==> config.mk <==
export PLATFORM = sky130hd
export DESIGN_NAME = gpr_ctrl
export DESIGN_NICKNAME = d
export VERILOG_FILES = /design/src/rtl/core/gpr_pkg.sv /design/src/rtl/core/gpr_ctrl.sv
export SDC_FILE = /design/constraint.sdc
export NUM_CORES = 1
export LEC_CHECK = 0
export BUFFER_PORTS_ARGS = -buffer_cell sky130_fd_sc_hd__buf_4
export CAP_MARGIN = 20
export CORE_UTILIZATION = 57
export CTS_CLUSTER_DIAMETER = 200
export CTS_CLUSTER_SIZE = 20
export DETAILED_ROUTE_END_ITERATION = 12
export GPL_TIMING_DRIVEN = 0
export PLACE_DENSITY = 0.86
export SLEW_MARGIN = 20
export SYNTH_ARGS = -nofsm -noshare
export SYNTH_HDL_FRONTEND = slang
export SYNTH_SLANG_ARGS = --single-unit
==> constraint.sdc <==
create_clock -name clk -period 5.2 [get_ports clk]
set_clock_uncertainty 0.05 [all_clocks]
set_input_delay 1.3 -clock clk [delete_from_list [all_inputs] [get_ports clk]]
set_output_delay 1.3 -clock clk [all_outputs]
set_load 0.05 [all_outputs]
==> src/rtl/core/gpr_pkg.sv <==
// ----------------------------------------------------------------------------
// gpr_pkg
// Shared types and codes of the RGB pyramid reduce block.
// ----------------------------------------------------------------------------
package gpr_pkg;

    typedef logic [2:0][7:0] rgb_t;           // [0] red, [1] green, [2] blue
    typedef logic [1:0][2:0][7:0] line_word_t; // [0] row r-2, [1] row r-1
    typedef logic [2:0][2:0][7:0] win_col_t;   // [0] row r-2 .. [2] row r

    localparam int CFG_W     = 12;
    localparam int CFG_IDX_W = 1;

    localparam logic [CFG_IDX_W-1:0] REG_FRAME_WIDTH  = 1'b0;
    localparam logic [CFG_IDX_W-1:0] REG_FRAME_HEIGHT = 1'b1;

    localparam logic [CFG_W-1:0] FRAME_WIDTH_RESET  = 12'd640;
    localparam logic [CFG_W-1:0] FRAME_HEIGHT_RESET = 12'd480;
    localparam logic [CFG_W-1:0] MIN_DIM            = 12'd3;

    localparam logic [1:0] KIND_NONE    = 2'd0;
    localparam logic [1:0] KIND_COMPUTE = 2'd1;
    localparam logic [1:0] KIND_REPLAY  = 2'd2;
    localparam logic [1:0] KIND_REPEAT  = 2'd3;

    typedef struct packed {
        logic [1:0] kind;
        logic       row_end;
        logic       frame_end;
    } pix_ctrl_t;

endpackage

==> src/rtl/core/gpr_ctrl.sv <==
// ----------------------------------------------------------------------------
// gpr_ctrl
// Configuration registers, raster counters and per-pixel output decision.
// ----------------------------------------------------------------------------
module gpr_ctrl #(
    parameter int MAX_WIDTH = 2048,
    localparam int CW = $clog2(MAX_WIDTH),
    localparam int OW = $clog2(MAX_WIDTH / 2)
) (
    input  logic                             clk,
    input  logic                             rst_n,
    input  logic                             cfg_wr_en,
    input  logic [gpr_pkg::CFG_IDX_W-1:0]    cfg_addr,
    input  logic [gpr_pkg::CFG_W-1:0]        cfg_wdata,
    input  logic                             accept,
    output logic [CW-1:0]                    col,
    output logic [OW-1:0]                    idx,
    output gpr_pkg::pix_ctrl_t               ctrl
);

    localparam int MW_BITS = $clog2(MAX_WIDTH + 1);
    localparam int EW = (MW_BITS > gpr_pkg::CFG_W) ? MW_BITS : gpr_pkg::CFG_W;

    logic [gpr_pkg::CFG_W-1:0] width_reg, width_next;
    logic [gpr_pkg::CFG_W-1:0] height_reg, height_next;
    logic [CW-1:0]             col_reg, col_next;
    logic [gpr_pkg::CFG_W-1:0] row_reg, row_next;

    logic [EW-1:0]             eff_w;
    logic [EW-1:0]             w_last;
    logic [gpr_pkg::CFG_W-1:0] eff_h;
    logic [gpr_pkg::CFG_W-1:0] h_last;
    logic [CW-1:0]             col_minus2;
    logic                      last_col;
    logic                      last_row;
    logic                      even_col;
    logic                      repeat_col;
    logic                      compute_row;
    logic                      replay_row;

    always_comb
    begin
        if (width_reg < gpr_pkg::MIN_DIM)
        begin
            eff_w = EW'(3);
        end
        else if (EW'(width_reg) > EW'(MAX_WIDTH))
        begin
            eff_w = EW'(MAX_WIDTH);
        end
        else
        begin
            eff_w = EW'(width_reg);
        end
        w_last = eff_w - EW'(1);
        eff_h = (height_reg < gpr_pkg::MIN_DIM) ? gpr_pkg::MIN_DIM : height_reg;
        h_last = eff_h - gpr_pkg::CFG_W'(1);
    end

    assign last_col    = (EW'(col_reg) == w_last);
    assign last_row    = (row_reg == h_last);
    assign even_col    = (col_reg >= CW'(2)) && !col_reg[0];
    assign repeat_col  = last_col && !eff_w[0];
    assign compute_row = (row_reg >= gpr_pkg::CFG_W'(2)) && !row_reg[0];
    assign replay_row  = last_row && !eff_h[0];
    assign col_minus2  = col_reg - CW'(2);

    always_comb
    begin
        ctrl.kind = gpr_pkg::KIND_NONE;
        if (compute_row || replay_row)
        begin
            if (even_col)
            begin
                ctrl.kind = compute_row ? gpr_pkg::KIND_COMPUTE : gpr_pkg::KIND_REPLAY;
            end
            else if (repeat_col)
            begin
                ctrl.kind = gpr_pkg::KIND_REPEAT;
            end
        end
        ctrl.row_end   = last_col;
        ctrl.frame_end = last_col && last_row;
    end

    assign col = col_reg;
    assign idx = col_minus2[OW:1];

    always_comb
    begin
        width_next  = width_reg;
        height_next = height_reg;
        col_next    = col_reg;
        row_next    = row_reg;
        if (cfg_wr_en)
        begin
            unique case (cfg_addr)
                gpr_pkg::REG_FRAME_WIDTH:  width_next  = cfg_wdata;
                gpr_pkg::REG_FRAME_HEIGHT: height_next = cfg_wdata;
                default:                   width_next  = width_reg;
            endcase
            col_next = '0;
            row_next = '0;
        end
        else if (accept)
        begin
            if (last_col)
            begin
                col_next = '0;
                row_next = last_row ? '0 : row_reg + gpr_pkg::CFG_W'(1);
            end
            else
            begin
                col_next = col_reg + CW'(1);
            end
        end
    end

    always_ff @(posedge clk or negedge rst_n)
    begin
        if (!rst_n)
        begin
            width_reg  <= gpr_pkg::FRAME_WIDTH_RESET;
            height_reg <= gpr_pkg::FRAME_HEIGHT_RESET;
            col_reg    <= '0;
            row_reg    <= '0;
        end
        else
        begin
            width_reg  <= width_next;
            height_reg <= height_next;
            col_reg    <= col_next;
            row_reg    <= row_next;
        end
    end

    a_cfg_restarts: assert property (@(posedge clk) disable iff (!rst_n)
        cfg_wr_en |=> (col_reg == '0) && (row_reg == '0))
        else $error("Raster position not cleared after a register write.");

    a_col_in_line: assert property (@(posedge clk) disable iff (!rst_n)
        EW'(col_reg) <= w_last)
        else $error("Column counter beyond the line width.");

    a_row_in_frame: assert property (@(posedge clk) disable iff (!rst_n)
        row_reg <= h_last)
        else $error("Row counter beyond the frame height.");

endmodule

# Yosys cells after proc, flatten, opt, wreduce, memory -nomap -nowiden
# Index checks and enable logic that the tools add are counted.
# word_totals
wordCells	46
out_inout_bits	25
register_bits	47
# classes
mux	14
n_lt_le_gt_ge	5
add_sub_neg	5
n_eq_ne	2
n_bitwise	1
n_reduce_logical	15
# op_table
operator	n
two-way mux 12 bit	7
two-way mux 11 bit	3
less-than comparator 12 x 2 -> 1 bit, second input constant	2
subtractor 12 x 1 -> 12 bit, second input constant	2
adder 12 x 1 -> 12 bit, second input constant	1
== test 11 x 12 -> 1 bit	1
== test 12 bit	1
greater-or-equal comparator 12 x 2 -> 1 bit, second input constant	1
greater-than comparator 12 bit, second input constant	1
adder 11 x 1 -> 11 bit, second input constant	1
greater-or-equal comparator 11 x 2 -> 1 bit, second input constant	1
subtractor 11 x 2 -> 11 bit, second input constant	1
two-way mux 2 bit	4
AND reduction 2 bit	3
logical AND 1 bit	5
logical NOT 1 bit	4
nonzero test 2 bit	2
logical OR 1 bit	1
NOT 1 bit	1

# Logic depth before layout (Yosys ltp)
# depth
depth_word	9
depth_mapped	16
ltp_nobuf	13

# Worst setup path after synthesis
# OpenSTA, ideal clock, no wires.
# synth_timing
path_type	reg-to-output
start	reg height_reg[6] (netlist name)
end	out ctrl[0] (netlist name)
required_ns	3.850
setup_slack_ns	0.119
path_buffers	2
path_stages_with_launch	14
arrival_time_ns	3.731
cell_sequence	dfstp_2 > or4_1 > buf_2 > nor3_4 > nor2_1 > ha_1 > or4b_1 > nor2_1 > mux2_2 > mux2i_1 > a221o_2 > or4_1 > buf_4 > nor2_1
# synth_lines
item	line_no	rtl
start: declaration	gpr_ctrl.sv:25	logic [gpr_pkg::CFG_W-1:0] height_reg, height_next;
start signal: assignment	gpr_ctrl.sv:124	height_reg <= gpr_pkg::FRAME_HEIGHT_RESET;
start signal: assignment	gpr_ctrl.sv:131	height_reg <= height_next;
end: declaration	gpr_ctrl.sv:18	output gpr_pkg::pix_ctrl_t ctrl

==> qor.yml <==
avgSynthCellArea_sq_um: 9.064
min_period_over_period: 0.9783
fmax_ghz: 0.1966
setup.worst_path.start_class: "register"
hold_class: "register to register"
power_density_nw_per_um2: 251.4
synth_seq_cells: 47
drive_above_1_share: 0.3298
cp_slowest_cell: "or4_4"
register_area_sq_um: 1187
placed_area_sq_um: 4120
wire_per_inst_microns: 18.44
syn2layout_area_growth_pct: 19.76
slew_viol_final: 0
clock_latency_ns: 0.31
multiInputGateArea_sq_um: 2410
nets: 497
synthesis.area_sq_um: 3716
synth-edff-count: 0
ios: 42
end_kind: "output pin"
die_area_sq_um: 6846
clock-sinks: 47
synth_warnings: 0
min_period_ns: 5.087
path_cells: "or4_4, nor3_4, nor2_4, ha_4, or4b_4, nor2_4, mux2_2, mux2i_1, a221o_2, or4_4, buf_6, nor3_2, o21a_1, buf_6"
tightest_slew_ns: 0.9511
fp.coreArea_sq_um: 6314
setup_viol: 0
ant_nets: 0
yosysUniqueCellTypes: 76
ys_top_cells_by_area: "dfrtp_1 28%, mux2_2 7.3%, xnor2_1 5.4%, dfstp_2 4.2%, nor2_1 3.5%"
cts_max_level: 2
vias_per_cell: 6.485
required_ns: 3.85
worst_slack_ns: 0.1128
syn-num-nets: 435
first_pass_iters: 5
critPathKind: "register to output pin"
ys.flop_type: "dfrtp_1"
grt_pass1_wl_mm: 16.30
die_h_microns: 82.74
drc: 0
grt_pass1_vias: 3416
hold_viol: 0
slew_headroom: 0.3601
crit_family: "simple AND/OR/NAND/NOR gates"
cp_num_buf_inv: 2
antenna_cells: 0
yosysMostFrequentCell: "dfrtp_1"
synthArstFlopShare: 1.000
grt_start_max_net_pins: 48
yosysTopAreaCellShare: 0.2761
fillCellCount: 498
cts_root_buf: "clkbuf_8"
dpl.hpwl_mm: 7.126
irDropWorstVdd_v: 0.0001865
critPathArrivalTime_ns: 3.74
path_max_fanout: 5
antenna_found_initial: 0
num_vias: 3567
p_leak_nw: 1.881
start_util: 0.5886
gp_congestion: 0.9357
maxCapViolCount: 0
rsz0062_at_grt: "no"
cts_buffers: 5
row_count: 29
grt_usage: 0.3167
postRouteWirelength_mm: 10.14
status: "complete, no violations"
cts_buffer_depth: 2
drt_iter0_markers: 261
synth_seq_area_share: 0.3185
clk_pin_slew_ns: 0.10
synth_area_leader_cell: "dfrtp_1"
fin_area_sq_um: 4451
cpPeakStageDelay_ns: 0.56
synth_common_cells: "41 x dfrtp_1, 35 x nor2_1, 24 x mux2_2"
holdBufCountCts: 0
portBuffers: 41
die_w_microns: 82.74
postSynthCellCount: 410
dp_slack_ns: -0.2466
overflow: 0
cts_tree: "yes"
==> what timing repair did <==
| action | in CTS | in global routing |
|---|---|---|
| pin swaps | 5 | 12 |
| buffers inserted | 10 | 7 |
| cloned | 0 | 0 |
| gates resized for setup | 19 | 15 |
| endpoints found under the setup margin | 4 | 4 |
==> where the power goes <==
part / internal (W) / switching (W) / leakage (nW)
Sequential: 0.000406 / 0.0000513 / 0.587
Combinational: 0.000191 / 0.000236 / 1.25
Clock: 0.000108 / 0.000127 / 0.0482
Total: 0.000704 / 0.000414 / 1.88
==> worst paths after layout <==
| path | slack (ns) | from | end | depth (start not counted) |
|---|---|---|---|---|
| setup / recovery | 0.11 | height_reg[6] | ctrl[3] | 14 |
| hold / removal | 0.54 | height_reg[11] | height_reg[11] | 1 |
| setup reg to reg | 1.18 | width_reg[6] | row_reg[10] | 14 |
| hold reg to reg | 0.54 | height_reg[11] | height_reg[11] | 1 |
| max in group asynchronous | 3.70 | rst_n | width_reg[6] | 1 |
| min in group asynchronous | 0.93 | rst_n | col[5] | 1 |
==> cell usage in the layout, fill, tap and decap left out, drive strengths merged, types with 6 or more instances in the layout <==
cell type and instances:
a21oi 11, a31oi 7, and3 10, buf 67, clkbuf 20, dfrtp 41
dfstp 6, ha 8, inv 18, mux2 24, nand2 23, nand3 9
nor2 37, nor3 17, nor4 13, o21ai 15, o32ai 6, or3 15
or4 6, xnor2 23, xor2 12
==> cell type report <==
class                           instances  area share
Buffer                                 23     0.03233
Clock buffer                            7     0.01940
Clock inverter                          1    0.001125
Inverter                               20     0.01687
Multi-Input combinational cell        317      0.5415
Sequential cell                        47      0.2668
Tap cell                               77     0.02165
Timing Repair Buffer                   58      0.1004
==> kinds of logic after synthesis <==
family	share of synthesized area
AOI/OAI and AO/OA	0.1727
xor gates and xnor gates	0.08249
adders and majority gates	0.02694
buffers and inverters	0.06161
DFF	0.3185
muxes	0.08620
and+or+nand+nor	0.2515
==> metrics by stage <==
stage / util / cells / hold slack [ns] / power, W / TNS, ns
2_1_floorplan: - / 410 / 0.4454 / 0.0007286 / 0
3_3_place_gp: 0.6526 / 528 / 0.4828 / 0.0008139 / -0.3497
3_5_place_dp: 0.6526 / 528 / 0.4990 / 0.0008284 / -0.5784
4_1_cts: 0.6901 / 545 / 0.5183 / 0.001080 / 0
5_1_grt: 0.7049 / 550 / 0.5605 / 0.001174 / 0
6_report: 0.7049 / 550 / 0.5384 / 0.001119 / 0
==> per-layer routing <==
layer	vias up	GRT usage	wire length (microns)
li1	1644	-	-
met3	46	0.04945	708
met2	184	0.5279	4959
met4	0	0.1534	394
met5	-	0	0
met1	1693	0.3986	4080
No activity file was read; power rests on OpenSTA's default activity.
